File: src/rtl/assert_macros.svh
// assertion helpers for the charge yield block
`ifndef ASSERT_MACROS_SVH
`define ASSERT_MACROS_SVH
`ifndef SYNTHESIS
`define ICY_ASSERT(name, prop) \
  name: assert property (@(posedge clk_i) disable iff (!rst_ni) prop) \
    else $error("icy assertion failed");
`define ICY_NEVER(name, cond) \
  name: assert property (@(posedge clk_i) disable iff (!rst_ni) !(cond)) \
    else $error("icy forbidden condition");
`else
`define ICY_ASSERT(name, prop)
`define ICY_NEVER(name, cond)
`endif
`endif

File: src/rtl/icy_pkg.sv
package icy_pkg;

  localparam int unsigned TableDepthDefault = 64;
  localparam int unsigned CfgWidth = 7;
  localparam logic [CfgWidth-1:0] CfgReset = 7'd2;

  localparam logic CmdLoad  = 1'b0;
  localparam logic CmdQuery = 1'b1;

  typedef struct packed {
    logic busy;
    logic done;
  } div_status_t;

  typedef struct packed {
    logic we;
    logic re;
  } tbl_ctrl_t;

endpackage

File: src/rtl/icy_table.sv
module icy_table #(
  parameter int unsigned TABLE_DEPTH = icy_pkg::TableDepthDefault,
  localparam int unsigned AW = $clog2(TABLE_DEPTH)
) (
  input  logic              clk_i,
  input  icy_pkg::tbl_ctrl_t ctrl_i,
  input  logic [AW-1:0]     waddr_i,
  input  logic [63:0]       wdata_i,
  input  logic [AW-1:0]     raddr_i,
  output logic [63:0]       rdata_o
);

  // energy in the upper half, yield in the lower half
  logic [63:0] mem [TABLE_DEPTH];
  logic [63:0] rdata_q;

  always_ff @(posedge clk_i) begin
    if (ctrl_i.we) begin
      mem[waddr_i] <= wdata_i;
    end
  end

  always_ff @(posedge clk_i) begin
    if (ctrl_i.re) begin
      rdata_q <= mem[raddr_i];
    end
  end

  assign rdata_o = rdata_q;

endmodule

File: config.mk
export PLATFORM = sky130hd
export DESIGN_NAME = icy_table
export DESIGN_NICKNAME = d
export VERILOG_FILES = /design/src/rtl/assert_macros.svh /design/src/rtl/icy_pkg.sv /design/src/rtl/icy_table.sv
export SDC_FILE = /design/constraint.sdc
export NUM_CORES = 2
export LEC_CHECK = 0
export ABC_AREA = 1
export ABC_CLOCK_PERIOD_IN_PS = 10900
export BUFFER_PORTS_ARGS = -buffer_cell sky130_fd_sc_hd__buf_2
export CORE_MARGIN = 2
export CORE_UTILIZATION = 35
export DETAILED_ROUTE_END_ITERATION = 7
export MAX_ROUTING_LAYER = met4
export PLACE_DENSITY = 0.46
export SLEW_MARGIN = 20
export SYNTH_ARGS = -nofsm -noshare
export SYNTH_HDL_FRONTEND = slang
export SYNTH_SLANG_ARGS = --single-unit
export TNS_END_PERCENT = 10
File: constraint.sdc
create_clock -name clk_i -period 10.9 [get_ports clk_i]
set_clock_uncertainty 0.15 [all_clocks]
set_input_delay 0.545 -clock clk_i [delete_from_list [all_inputs] [get_ports clk_i]]
set_output_delay 0.545 -clock clk_i [all_outputs]
set_load 0.01 [all_outputs]
After elaboration in Yosys (flattened, before gate mapping):

Memory sizes are Yosys's and may differ from the RTL's. A register that Yosys moved wholly into a read port is not among the register bits.
Index checks and enable logic that the tools add are counted.

* multiplexer cells: 2

Operator list (number)
* 2-to-1 mux 1 bit: 2

* bits in writable memories: 4096
* word-level logic and storage cells: 3
* bits of input ports: 79
* memories kept: 1
* output and inout bits: 64
* register bits: 0

Memory list
* mem: words 64, width 64, rd ports 1, clocked after memory_dff 1, write ports 1, line icy_table.sv:14 `logic [63:0] mem [TABLE_DEPTH];`

Logic depth before layout (Yosys ltp):

* depth in word-level cells: 2
* mapped depth: 13
* gate-level depth less buffers: 9

Worst setup path before layout:

OpenSTA, ideal clock, no wires.

* path kind: input-to-reg
* from: in ctrl_i[1] in the netlist's numbering
* to: mem mem[48][0], enable pin
* buffers on the path: 1
* data required time: 10.104 ns
* setup time: 0.646 ns
* arrival time: 7.181 ns
* slack: 2.923 ns
* cell stages on the path: 3
* path through: clkbuf_1 > nand4_1 > nor4_1

* word-level cells in the longest chain between the ends: 2

Ends and longest elaborated chain
* start: declaration: line icy_table.sv:6 `input icy_pkg::tbl_ctrl_t ctrl_i,`
* 2-to-1 mux 1 bit: line icy_table.sv:18 `if (ctrl_i.we) begin`
* 2-to-1 mux 1 bit (implied by the code): line icy_table.sv:19 `mem[waddr_i] <= wdata_i;`
* end: declaration: line icy_table.sv:14

No other way between the ends.

==> summary.txt <==
Yosys
  • Synth Instances: 13405
  • Dominant cell type by area after synthesis: edfxtp_1
  • Commonest cells in the synthesized netlist: nand2_1 (4416), edfxtp_1 (4160), nand3_1 (3847), buf_2 (501), clkbuf_1 (147)
  • Leading post-synthesis cells by cell area: edfxtp_1 (75%), nand3_1 (12%), nand2_1 (10%)
  • Synth unique cells: 15
  • Netlist Area Pre-Place: 166000 sq um
  • Post-synth top area share: 0.753
  • Synth async-reset ratio: 0
  • Sequential fraction of the synthesis area: 0.753
  • Syn Area/Cell: 12.4 sq um
  • EDFF count, synth: 4160
  • Synthesis Warnings: 0
  • Top FF cell, synth: edfxtp_1
  • Most common cell in the synthesized netlist: nand2_1
  • FF+latch count, synth: 4160
  • Post-synth net total: 13484

Global route
  • Grt total ovfl: 0
  • Vias in the first global route: 101881
  • Antenna violations before repair: 61
  • Global-route total usage across every layer: 0.248
  • First-pass GRT wire length: 828 mm
  • Largest net degree at the start of global routing: 208

Floorplan
  • Die area: 480000 sq um
  • Ports: 143
  • Core area: 472000 sq um
  • Die Ht: 693 um
  • FP Rows: 252
  • Die X: 693 um
  • Initial Util: 0.352

Setup path
  • CP top delay family: buffers and inverters
  • CP Capture Type: register
  • CP startpoint kind: input pin
  • Worst-path cell chain: buf_12 -> buf_4 -> buf_4 -> buf_4 -> nand2_1 -> nand3_1 -> nand3_1 -> nand3_1 -> nand3_1 -> nand2_1 -> nand2_1 -> nand2_1
  • Data arrival, critical path: 4.78 ns
  • CP max-delay cell: buf_4
  • CP Max Fanout: 146
  • CP required: 11.61 ns
  • Crit Path Category: input pin to register
  • Max incr delay on CP: 0.86 ns
  • Critical path buffer and inverter count: 4

Detailed routing
  • Final wirelength: 595 mm
  • DRC: 0
  • Avg WL per Cell: 29.7 um
  • Met3 WL: 37.4 mm
  • Vias per inst: 5.44
  • Max Used Layer: met4
  • Met2 WL: 279 mm
  • Post-Route M1 WL: 263 mm
  • Vias: 109071
  • First-pass DRT Iterations: 6
  • DR iter-0 viols: 12656
  • Antenna viol nets, final: 0

Timing
  • Worst-Margin Slew: 1.23 ns
  • Final slew viol count: 0
  • Final Cycle Share: 0.374
  • FMAX: 246 MHz
  • Relative slew slack: 0.180
  • Setup TNS: 0 ns
  • Final Critical Period: 4.07 ns
  • Final setup vio count: 0
  • Min Hold Slack: 0.0724 ns
  • Unrepaired setup endpoints after global routing: false
  • Final hold vios: 0

Placed design
  • Final GP Congestion: 0.768
  • DP HPWL: 291 mm
  • DP Cell Count: 19161
  • IO Port Bufs: 142

Worst hold path
  • Hold crit path type: input pin to register

Layout
  • Fin nets: 13518
  • Post-Layout Cell Count: 20050
  • Share of cells above drive strength 1: 0.0781
  • Syn-to-layout area delta: 12.8%

Clock network
  • CTS max path bufs: 4
  • CTS buffer count: 449
  • Worst skew pair latency: 1.02 ns
  • H-tree Lvls: 5
  • CTS tree: built
  • Reg clk slew, reported paths: 0.06 ns
  • Post-CTS setup buffer count: 0
  • CTS Root Cell: clkbuf_16
  • Sink Count: 4160

Flow run
  • Max_cap viols: 0

Pwr
  • Lkg Pwr: 64.7 nW
  • Peak supply drop: 0.000133 V
  • Power Density: 184 nW/um^2

Run status
  • Status: finished clean
[state kept, by name, summed over array words and instances (netlist names)]
signal / cells
rdata_o: 64
mem: 4096
[worst reg2reg max path, stage by stage, from the launching register on]
cell	delay (ns)
edfxtp_1	0.36
nand2_1	0.07
nand3_1	0.10
nand3_1	0.14
nand3_1	0.18
nand3_1	0.16
nand2_1	0.06
nand2_1	0.06
nand2_1	0.39
[layout make-up]
type / count / area, sq um
clock inverter: 231 / 1870
multi-input combinational: 8336 / 36600
fill: 44709 / 284000
timing repair buffer: 480 / 4010
clock buffer: 575 / 11800
antenna: 33 / 82.6
tap: 6223 / 7790
inverter: 12 / 105
sequential: 4160 / 125000
[where the power goes]
group          total, W  internal [W]  switching, W
clock network    0.0146       0.00823       0.00639
registers        0.0178        0.0177     0.0000632
logic           0.00198      0.000461       0.00152
[stage by stage]
stage	setup slack [ns]	instance area, sq um	util	total power, W
after detailed placement	5.92	173000	0.366	0.0201
after CTS	7.00	187000	0.396	0.0346
after floorplan	2.92	166000	-	0.0192
final	6.83	187000	0.397	0.0344
after global placement	5.92	173000	0.366	0.0201
after global routing	6.60	187000	0.397	0.0354
[metal layers]
metal  vias to the layer above  GRT usage
met5                         -          -
met1                     56413      0.347
met4                         0     0.0573
li1                      48059          -
met3                       754     0.0286
met2                      3845      0.389
[cells in the final DEF, fill, tap and decap left out, drive strengths merged]
| cell | count |
|---|---|
| nor2 | 56 |
| dlygate4sd3 | 45 |
| nand2 | 4416 |
| nand3 | 3847 |
| clkinvlp | 5 |
| nor4 | 8 |
| diode | 33 |
| edfxtp | 4160 |
| inv | 20 |
| clkbuf | 575 |
| nand4 | 9 |
| bufinv | 27 |
| buf | 435 |
| clkinv | 191 |
[worst paths after layout]
kind / from / endpoint / slack, ns / depth (start not counted)
setup / recovery: raddr_i[0] / rdata_o[16] / 6.83 / 12
hold / removal: wdata_i[41] / mem[35][41] / 0.07 / 2
setup reg to reg: mem[39][47] / rdata_o[47] / 8.80 / 8
hold reg to reg: mem[4][33] / rdata_o[33] / 0.72 / 8
[kinds of logic after synthesis]
kind of cell / after synthesis / share of synthesized area
AND/OR/NAND/NOR: 8336 / 0.218
flip-flops: 4160 / 0.753
buffers and inverters: 909 / 0.0294
[repair_timing]
action                    in CTS  in global routing
resized for setup              0                  0
hold endpoints to repair     509               1508
hold buffers                  19                 26
No activity file was read; power rests on OpenSTA's default activity.
