$ cat src/rtl/assert_macros.svh
// assertion helpers for the charge yield block
`ifndef ASSERT_MACROS_SVH
`define ASSERT_MACROS_SVH
`ifndef SYNTHESIS
`define ICY_ASSERT(name, prop) \
  name: assert property (@(posedge clk_i) disable iff (!rst_ni) prop) \
    else $error("icy assertion failed");
`define ICY_NEVER(name, cond) \
  name: assert property (@(posedge clk_i) disable iff (!rst_ni) !(cond)) \
    else $error("icy forbidden condition");
`else
`define ICY_ASSERT(name, prop)
`define ICY_NEVER(name, cond)
`endif
`endif

$ cat src/rtl/icy_pkg.sv
package icy_pkg;

  localparam int unsigned TableDepthDefault = 64;
  localparam int unsigned CfgWidth = 7;
  localparam logic [CfgWidth-1:0] CfgReset = 7'd2;

  localparam logic CmdLoad  = 1'b0;
  localparam logic CmdQuery = 1'b1;

  typedef struct packed {
    logic busy;
    logic done;
  } div_status_t;

  typedef struct packed {
    logic we;
    logic re;
  } tbl_ctrl_t;

endpackage

$ cat src/rtl/icy_div.sv
module icy_div (
  input  logic                 clk_i,
  input  logic                 rst_ni,
  input  logic                 start_i,
  input  logic [63:0]          dividend_i,
  input  logic [31:0]          divisor_i,
  output icy_pkg::div_status_t status_o,
  output logic [63:0]          quotient_o
);

  logic [63:0] quo_q, quo_d;
  logic [31:0] rem_q, rem_d;
  logic [31:0] dvs_q;
  logic [6:0]  cnt_q;
  logic        busy_q, done_q;
  logic [32:0] trial;
  logic        ge;

  // restoring division, one quotient bit per cycle
  always_comb begin
    trial = {rem_q, quo_q[63]};
    ge    = trial >= {1'b0, dvs_q};
    rem_d = ge ? 32'(trial - {1'b0, dvs_q}) : trial[31:0];
    quo_d = {quo_q[62:0], ge};
  end

  always_ff @(posedge clk_i or negedge rst_ni) begin
    if (!rst_ni) begin
      busy_q <= 1'b0;
      done_q <= 1'b0;
      cnt_q  <= '0;
    end else begin
      done_q <= 1'b0;
      if (start_i) begin
        busy_q <= 1'b1;
        cnt_q  <= 7'd64;
      end else if (busy_q) begin
        cnt_q <= cnt_q - 7'd1;
        if (cnt_q == 7'd1) begin
          busy_q <= 1'b0;
          done_q <= 1'b1;
        end
      end
    end
  end

  always_ff @(posedge clk_i) begin
    if (start_i) begin
      quo_q <= dividend_i;
      rem_q <= '0;
      dvs_q <= divisor_i;
    end else if (busy_q) begin
      quo_q <= quo_d;
      rem_q <= rem_d;
    end
  end

  assign status_o.busy = busy_q;
  assign status_o.done = done_q;
  assign quotient_o    = quo_q;

endmodule
$ cat config.mk
export PLATFORM = sky130hd
export DESIGN_NAME = icy_div
export DESIGN_NICKNAME = d
export VERILOG_FILES = /design/src/rtl/assert_macros.svh /design/src/rtl/icy_pkg.sv /design/src/rtl/icy_div.sv
export SDC_FILE = /design/constraint.sdc
export NUM_CORES = 1
export LEC_CHECK = 0
export BUFFER_PORTS_ARGS = -buffer_cell sky130_fd_sc_hd__buf_4
export CAP_MARGIN = 0
export CORE_MARGIN = 5
export CORE_UTILIZATION = 35
export DETAILED_ROUTE_END_ITERATION = 16
export PLACE_DENSITY = 0.62
export SETUP_SLACK_MARGIN = 0.1
export SKIP_LAST_GASP = 1
export SLEW_MARGIN = 20
export SYNTH_ARGS = -nofsm -noshare
export SYNTH_HDL_FRONTEND = slang
export SYNTH_SLANG_ARGS = --single-unit
$ cat constraint.sdc
create_clock -name clk_i -period 2.9 [get_ports clk_i]
set_input_delay 0.29 -clock clk_i [delete_from_list [all_inputs] [get_ports clk_i]]
set_output_delay 0.29 -clock clk_i [all_outputs]
set_load 0.005 [all_outputs]
# Yosys cells after proc, flatten, opt, wreduce, memory -nomap -nowiden
# Index checks and enable logic that the tools add are counted.
# W data, S select, Z words.
# word_totals
ff_bits	137
inputBits	99
out_inout_bits	66
wordCells	22
# classes
addsub	2
order_cmp	1
n_eq_ne	1
muxes	11
n_reduce_logical	1
# ops
op	count
$mux W64	2
$ge A33 B32 Y1	1
$mux W32	1
$sub A32 B32 Y32	1
$mux W7	2
$eq A7 B1 Y1 const B	1
$sub A7 B1 Y7 const B	1
$mux W1	6
$reduce_bool A2 Y1	1

# Longest topological paths before layout
# Gate-level depths: netlist (run 1).
# depth
depth_word	4
depth_mapped	14
depth_no_buf	12

# Least setup slack after synthesis (run 1)
# Ideal clock, no wire load.
# synth_timing
path_type	reg2reg
from	register dvs_q[12]
to	register rem_q[27]
setup_time_ns	0.069
arrival_ns	2.617
required_time_ns	2.831
setup_slack_ns	0.214
path_stages_with_launch	13
path_buffers	1
synth_period_minus_slack_ns	2.686
cell_sequence	edfxtp_1 > inv_1 > ha_1 > buf_2 > nand4_2 > nor2_1 > a2111oi_4 > a21o_1 > a21oi_1 > o41a_1 > and3_1 > or4_1 > o21ai_1
# synth_via
elab_chain_cells	2
word_cells_on_any_way	3
cone_classes	1 x add/sub; 1 x order compare; 1 x mux
# synth_rtl
element	line_no	rtl
start: declaration	icy_div.sv:13	logic [31:0] dvs_q;
start signal: assignment	icy_div.sv:51	dvs_q <= divisor_i;
$sub A32 B32 Y32 or $ge A33 B32 Y1 (tied branches)	icy_div.sv:23, icy_div.sv:22	
$mux W32 *	icy_div.sv:23	rem_d = ge ? 32'(trial - {1'b0, dvs_q}) : trial[31:0];
end signal: assignment	icy_div.sv:54	rem_q <= rem_d;
end: declaration	icy_div.sv:12	logic [31:0] rem_q, rem_d;
# Mark *: on every way between the ends. The rest lies on a longest branch, timed or not.
# A chain may end at the register's enable or synchronous reset.

# Final worst setup path (run 1)
# layout_timing
from	register dvs_q[8]
to	register rem_q[27]
# The elaborated chain is that of the path after synthesis.

==> results of run 1 <==
==> flip-flops by register name, indices dropped and copies added, names as in the netlist <==
signal	cells
busy_q	1
cnt_q	7
done_q	1
dvs_q	32
quotient_o	64
rem_q	32
==> cells in the final DEF (no fill, tap or decap), types with 4 or more instances in the layout <==
cell type,n
sky130_fd_sc_hd__clkbuf_16,17
sky130_fd_sc_hd__xnor2_1,18
sky130_fd_sc_hd__nor3_1,12
sky130_fd_sc_hd__a21o_1,13
sky130_fd_sc_hd__buf_4,200
sky130_fd_sc_hd__mux2_2,63
sky130_fd_sc_hd__ha_4,12
sky130_fd_sc_hd__nand3_1,7
sky130_fd_sc_hd__dfrtp_1,9
sky130_fd_sc_hd__nand2b_1,5
sky130_fd_sc_hd__edfxtp_1,96
sky130_fd_sc_hd__ha_1,20
sky130_fd_sc_hd__buf_12,8
sky130_fd_sc_hd__o21bai_1,4
sky130_fd_sc_hd__inv_1,35
sky130_fd_sc_hd__a211oi_1,20
sky130_fd_sc_hd__a21oi_1,31
sky130_fd_sc_hd__inv_2,7
sky130_fd_sc_hd__nand2_1,44
sky130_fd_sc_hd__o21ai_1,14
sky130_fd_sc_hd__inv_6,5
sky130_fd_sc_hd__or3_1,4
sky130_fd_sc_hd__nor2_1,48
sky130_fd_sc_hd__clkinv_8,5
sky130_fd_sc_hd__mux2i_1,28
sky130_fd_sc_hd__or4_1,4
sky130_fd_sc_hd__dfxtp_1,32
sky130_fd_sc_hd__xor2_1,11
sky130_fd_sc_hd__nand4_1,7
sky130_fd_sc_hd__o21ai_0,14
==> worst register-to-register path, stage by stage (launching register included) <==
cell and delay, ns:
sky130_fd_sc_hd__edfxtp_1 0.38, sky130_fd_sc_hd__inv_2 0.07, sky130_fd_sc_hd__ha_4 0.21, sky130_fd_sc_hd__a21oi_4 0.14, sky130_fd_sc_hd__nor2_2 0.06, sky130_fd_sc_hd__a2111oi_4 0.37, sky130_fd_sc_hd__a21o_1 0.18, sky130_fd_sc_hd__a21oi_1 0.09
sky130_fd_sc_hd__o41a_1 0.36, sky130_fd_sc_hd__and3_1 0.18, sky130_fd_sc_hd__or4_1 0.50, sky130_fd_sc_hd__o21ai_1 0.13
==> power breakdown <==
part | total [mW] | internal, mW | switching [mW]
registers | 2.70 | 2.45 | 0.244
clock network | 2.17 | 1.16 | 1.01
logic | 2.59 | 1.35 | 1.24
==> area by class of cell <==
cell class                      count  area, µm²  share of cell area (%)
Tap cell                          275        344                    3.39
Clock buffer                       17        425                    4.19
Inverter                           42        158                    1.55
Timing Repair Buffer              209       1670                    16.4
Multi-Input combinational cell    450       3640                    35.8
Clock inverter                     15        174                    1.71
Sequential cell                   137       3750                    36.9
==> layer usage <==
| layer | up-vias | routed length [µm] |
|---|---|---|
| li1 | 2837 | - |
| met1 | 2697 | 8110 |
| met2 | 151 | 9270 |
| met3 | 11 | 1630 |
| met4 | 0 | 142 |
| met5 | - | 0 |
==> repair_timing <==
| item | CTS | global route |
|---|---|---|
| setup buffers | 6 | 3 |
| gates resized for setup | 8 | 36 |
| setup endpoints to repair | 13 | 21 |
| endpoints found under the hold margin | 9 | 0 |
| hold buffers | 1 | 0 |
| pin swaps | 8 | 19 |
==> how the worst max path moves through the flow <==
| stage | start | end | slack (ns) | cells after the start |
|---|---|---|---|---|
| floorplan | dvs_q[12] | rem_q[27] | 0.21 | 12 |
| global placement | dvs_q[12] | rem_q[27] | 0.10 | 12 |
| detailed placement | dvs_q[8] | rem_q[13] | 0.05 | 13 |
| finish | dvs_q[8] | rem_q[27] | 0.16 | 11 |
| CTS | dvs_q[4] | rem_q[27] | 0.12 | 12 |
| global route | dvs_q[8] | rem_q[20] | -0.002 | 13 |
==> cell families after synthesis <==
| logic type | Yosys count | share of synthesized area, % |
|---|---|---|
| AOI/OAI and AO/OA | 136 | 12.3 |
| xor gates and xnor gates | 29 | 3.41 |
| adders and majority gates | 35 | 5.98 |
| buffers and inverters | 78 | 4.43 |
| DFF | 137 | 50.3 |
| muxes | 92 | 13.4 |
| and+or+nand+nor | 158 | 10.1 |
==> metrics by stage <==
step / TNS (ns) / area [µm²] / util [%] / instances
floorplan: 0 / 7450 / - / 665
global placement: 0 / 9220 / 43.8 / 1103
detailed placement: 0 / 9220 / 43.8 / 1103
CTS: 0 / 9930 / 47.2 / 1142
global route: -0.00206 / 10200 / 48.3 / 1145
finish: 0 / 10200 / 48.3 / 1145
==> impl_metrics.py, run 1 <==
metrics = {
    "logic_synthesis": {
        "async_flop_share_pct": 6.57,
        "netlist.top_cell.by_area": "sky130_fd_sc_hd__edfxtp_1",
        "netlist_top_cells_count": "96 x sky130_fd_sc_hd__edfxtp_1, 63 x sky130_fd_sc_hd__mux2_2, 50 x sky130_fd_sc_hd__nor2_1, 45 x sky130_fd_sc_hd__nand2_1, 42 x sky130_fd_sc_hd__inv_1",
        "yosys_warnings": 0,
        "syn_area_um2": 7450,
        "seq_area_frac_synth_pct": 50.3,
        "syn-instance-count": 665,
        "post_synth.cell_area_avg_um2": 11.2,
        "synthMostInstantiatedCell": "sky130_fd_sc_hd__edfxtp_1",
        "synth_ff_type": "sky130_fd_sc_hd__edfxtp_1",
        "synth_edf_count": 96,
        "synthDominantCellAreaShare_pct": 38.7,
        "synthesis.nets": 799,
        "synth_cell_types": 64,
        "register_bit_total_from_synthesis": 137,
        "ys_top_cells_by_area": "sky130_fd_sc_hd__edfxtp_1 39%, sky130_fd_sc_hd__mux2_2 9.5%, sky130_fd_sc_hd__dfxtp_1 8.6%",
    },
    "grt": {
        "gr-usage-all-layers_pct": 15.7,
        "grt-busiest-layer": "met2",
        "met1_usage_pct": 19.2,
        "grt_pass1_wl_um": 30400,
        "largest_net_degree_at_the_start_of_global_routing": 63,
        "groute.layer.met2.usage_pct": 25.7,
        "number_of_global_route_vias_before_repair": 5924,
        "globalRouteMet3Util_pct": 7.13,
        "antenna_violations_before_repair": 0,
        "grt_remaining_overflow": 0,
    },
    "critical_path": {
        "criticalPathCategory": "reg -> reg",
        "critPathRequiredTime_ns": 3.26,
        "worst-r2r-setup-slack_ns": 0.16,
        "setup.worst_path.start_class": "flip-flop",
        "worst_r2r_path_cells": 11,
        "worst_r2r_endpoint": "rem_q[27]",
        "path_cells": "inv_2 -> ha_4 -> a21oi_4 -> nor2_2 -> a2111oi_4 -> a21o_1 -> a21oi_1 -> o41a_1 -> and3_1 -> or4_1 -> o21ai_1",
        "crit_path_top_delay_cell": "sky130_fd_sc_hd__or4_1",
        "cp.arrival_ns": 3.10,
        "worst_r2r_startpoint": "dvs_q[8]",
        "endpoint_kind": "flip-flop",
        "critPathTopFamily": "compound AO/OA/AOI/OAI gates",
        "cp_slowest_stage_delay_ns": 0.50,
        "critical_path.n_buffers_inverters": 1,
        "critical_path_peak_fanout": 3,
    },
    "min_path": {
        "hold_path_stages": 1,
        "timing.hold.worst.start": "divisor_i[2]",
        "min_delay_worst_endpoint": "dvs_q[2]",
        "worstHoldPathType": "in -> reg",
    },
    "timing": {
        "finalWorstPathRequiredPeriod_ns": 2.74,
        "timing.final.max_slew_violations": 0,
        "worst_slack_ns": 0.155,
        "timing.final.hold_violations": 0,
        "finalSetupViolCount": 0,
        "slew_headroom_pct": 63.4,
        "finalCritPeriodShare_pct": 94.7,
        "fmaxAchievable_ghz": 0.364,
        "timing.clock.skew_ns": 0.0116,
        "worstMarginPinSlew_ns": 0.548,
        "grt_setup_unrepaired": "yes",
        "fin_worst_hold_slack_ns": 0.0372,
    },
    "layout": {
        "n_antenna_cell": 0,
        "areaGrowthSynthToFinish_pct": 36.3,
        "final_layout_size_suffix_gt1_share_pct": 40.0,
        "fillCellCount": 1917,
        "design.final.nets": 991,
    },
    "clock_tree": {
        "numCtsBuffers": 17,
        "tritoncts": "done",
        "cts_max_path_buffers": 2,
        "clockRootBuffer": "sky130_fd_sc_hd__clkbuf_16",
        "clk_transition_reported_paths_ns": 0.07,
        "htreeDepth": 4,
        "clock_latency_at_the_later_pin_of_the_worst_skew_pair_ns": 0.43,
        "clock_sinks": 137,
    },
    "die": {
        "placementRows": 53,
        "die_y_um": 156,
        "die-width_um": 156,
        "core-area_um2": 21000,
        "io_pins": 165,
        "die_area_um2": 24300,
        "floorplan.initialDensity_pct": 35.5,
    },
    "outcome": {
        "status": "finished clean",
    },
    "placed_design": {
        "dp_hpwl_um": 14100,
        "gp_routability_congestion": 0.822,
        "dpl_ws_ns": 0.0531,
        "port-buffer-count": 164,
    },
    "pwr": {
        "ir_worst_vdd_v": 0.000402,
        "fin_total_pwr_mw": 7.46,
        "powerDensity_nw_per_um2": 734,
        "leakage_nw": 4.46,
    },
    "routing": {
        "number_of_vias_in_the_routed_layout": 5696,
        "drt-vias-per-instance": 4.97,
        "detailedRoute.firstPassIterationCount": 4,
        "post_drt_wl_per_cell_um": 16.7,
        "dr.first_iter.drc_count": 237,
        "final_antenna_violating_net_count": 0,
        "wirelength_um": 19200,
        "drc_errors_left": 0,
    },
    "job": {
        "max_cap_violations": 0,
    },
}
Note: power is estimated with default switching activity, not from simulation.
==> inputs of run 2 (changes only) <==
PLACE_DENSITY = default   (was 0.62)
==> impl_metrics.py, run 2 (same netlist as run 1, synthesis figures left out) <==
metrics = {
    "timing": {
        "slew_headroom_pct": 66.1,
        "finalCritPeriodShare_pct": 94.3,
        "timing.final.hold_violations": 0,
        "timing.clock.skew_ns": 0.0129,
        "worstMarginPinSlew_ns": 0.507,
        "fin_worst_hold_slack_ns": 0.0376,
        "fmaxAchievable_ghz": 0.366,
        "grt_setup_unrepaired": "yes",
        "final_layout_setup_total_negative_slack_ns": 0,
        "finalSetupViolCount": 0,
        "timing.final.max_slew_violations": 0,
        "finalWorstPathRequiredPeriod_ns": 2.73,
    },
    "critical_path": {
        "cp_slowest_stage_delay_ns": 0.37,
        "path_cells": "inv_2 -> ha_4 -> nand2b_4 -> a211oi_4 -> o21ai_2 -> a211o_1 -> nand2_2 -> a31o_1 -> a41oi_4 -> buf_12 -> or3_4 -> a311oi_2",
        "worst_r2r_endpoint": "rem_q[17]",
        "cp.arrival_ns": 3.08,
        "critPathRequiredTime_ns": 3.24,
        "endpoint_kind": "flip-flop",
        "crit_path_top_delay_cell": "sky130_fd_sc_hd__edfxtp_1",
        "worst-r2r-setup-slack_ns": 0.17,
        "worst_r2r_startpoint": "dvs_q[1]",
        "criticalPathCategory": "reg -> reg",
        "worst_r2r_path_cells": 12,
        "critical_path_peak_fanout": 6,
        "setup.worst_path.start_class": "flip-flop",
    },
    "routing": {
        "number_of_vias_in_the_routed_layout": 5720,
        "drt-vias-per-instance": 4.97,
        "drc_errors_left": 0,
        "final_antenna_violating_net_count": 0,
        "wirelength_um": 19700,
        "detailedRoute.firstPassIterationCount": 5,
        "post_drt_wl_per_cell_um": 17.1,
        "dr.first_iter.drc_count": 219,
    },
    "layout": {
        "largest_register_ffs": 64,
        "design.final.nets": 996,
        "final_layout_size_suffix_gt1_share_pct": 40.8,
        "areaGrowthSynthToFinish_pct": 36.8,
        "mostFrequentLayoutCell": "sky130_fd_sc_hd__buf_4",
        "n_antenna_cell": 0,
        "final_cell_mix": "204 x sky130_fd_sc_hd__buf_4, 96 x sky130_fd_sc_hd__edfxtp_1, 63 x sky130_fd_sc_hd__mux2_2",
        "fillCellCount": 1989,
    },
    "min_path": {
        "worstHoldPathType": "in -> reg",
        "min_delay_worst_endpoint": "dvs_q[2]",
        "hold_path_stages": 1,
        "timing.hold.worst.start": "divisor_i[2]",
    },
    "grt": {
        "number_of_global_route_vias_before_repair": 5988,
        "antenna_violations_before_repair": 0,
        "gr-usage-all-layers_pct": 16.1,
        "grt_pass1_wl_um": 31100,
        "grt_remaining_overflow": 0,
        "largest_net_degree_at_the_start_of_global_routing": 63,
    },
    "pwr": {
        "p_switching_mw": 2.49,
        "powerDensity_nw_per_um2": 743,
        "power.share.clock_pct": 28.8,
        "power.share.sequential_pct": 35.5,
        "ir_worst_vdd_v": 0.000433,
        "leakage_nw": 4.49,
        "power.combinational.fraction_pct": 35.7,
        "internal_power_mw": 5.09,
        "p_sw_share_pct": 32.8,
    },
    "placed_design": {
        "dp_hpwl_um": 14100,
        "port-buffer-count": 164,
        "gp_routability_congestion": 0.822,
    },
    "die": {
        "floorplan.initialDensity_pct": 35.5,
        "io_pins": 165,
        "core-area_um2": 21000,
        "die-width_um": 156,
        "die_area_um2": 24300,
        "die_y_um": 156,
        "placementRows": 53,
    },
    "clock_tree": {
        "cts_max_path_buffers": 2,
        "htreeDepth": 4,
        "clock_latency_at_the_later_pin_of_the_worst_skew_pair_ns": 0.43,
        "tritoncts": "done",
        "clock_sinks": 137,
        "clk_transition_reported_paths_ns": 0.07,
        "numCtsBuffers": 17,
        "clockRootBuffer": "sky130_fd_sc_hd__clkbuf_16",
    },
    "outcome": {
        "status": "finished clean",
    },
    "job": {
        "max_cap_violations": 0,
    },
}
run 2: cell count changes in the layout (fill, tap and decap cells not counted), moves of 2 or more:
cell and change:
sky130_fd_sc_hd__a21oi_1 -5, sky130_fd_sc_hd__a21oi_2 +4, sky130_fd_sc_hd__buf_12 -4, sky130_fd_sc_hd__buf_4 +4
sky130_fd_sc_hd__buf_6 +2, sky130_fd_sc_hd__clkinv_8 -5, sky130_fd_sc_hd__inv_8 +2
run 2: timing repair:
action / 4_1_cts / 5_1_grt
endpoints found under the setup margin: 13 / 33
buffers inserted: 5 / 6
resized for setup: 4 / 50
hold buffers: 1 / 0
endpoints found under the hold margin: 9 / 0
pin swaps: 3 / 17
cloned: 1 / 1
run 2: how the worst max path moves through the flow:
stage,startpoint,to,slack (ns),cells after the start
2_1_floorplan,dvs_q[12],rem_q[27],0.21,12
3_3_place_gp,dvs_q[8],rem_q[27],0.10,11
3_5_place_dp,dvs_q[1],rem_q[27],0.03,12
4_1_cts,rem_q[9],rem_q[27],0.07,10
5_1_grt,dvs_q[9],rem_q[11],0.06,13
6_report,dvs_q[1],rem_q[17],0.17,12
run 2: final cells by class:
cell class / instances / area [µm²] / area share [%]
clock buffer: 18 / 429 / 4.21
timing repair buffer: 214 / 1710 / 16.8
sequential: 137 / 3750 / 36.8
clock inverter: 14 / 153 / 1.50
inverter: 42 / 158 / 1.55
tap: 275 / 344 / 3.37
multi-input combinational: 450 / 3660 / 35.8
run 2: worst max-delay path, delay by kind of cell, from the launching register on:
| kind | cells | cell delay, ns |
|---|---|---|
| compound gates | 6 | 1.26 |
| fa+ha+maj | 1 | 0.28 |
| simple gates | 3 | 0.49 |
| buf+inv | 2 | 0.25 |
| flops | 1 | 0.37 |
run 2: metrics by stage:
step                util [%]  instance area (µm²)  std cells  setup slack [ns]  total power [mW]
finish                  48.5                10200       1150             0.166              7.58
global route            48.5                10200       1150            0.0551              8.04
CTS                     46.9                 9860       1143            0.0717              7.39
detailed placement      43.6                 9180       1104            0.0321              5.06
global placement        43.6                 9180       1104             0.104              5.04
floorplan                  -                 7450        665             0.214              4.23
run 2: power groups by stage:
stage	combinational (mW)	sequential (mW)	clock, mW
floorplan	1.56	2.67	0
global placement	2.34	2.70	0
detailed placement	2.35	2.71	0
CTS	2.48	2.67	2.24
global route	2.98	2.74	2.32
finish	2.71	2.69	2.18
run 2: metal layers:
| layer | vias to the layer above | GRT usage (%) | part of all wire, % |
|---|---|---|---|
| li1 | 2838 | - | - |
| met1 | 2700 | 19.8 | 43 |
| met2 | 168 | 26.0 | 47 |
| met3 | 14 | 7.27 | 8.5 |
| met4 | 0 | 4.09 | 1.0 |
| met5 | - | 0 | 0 |
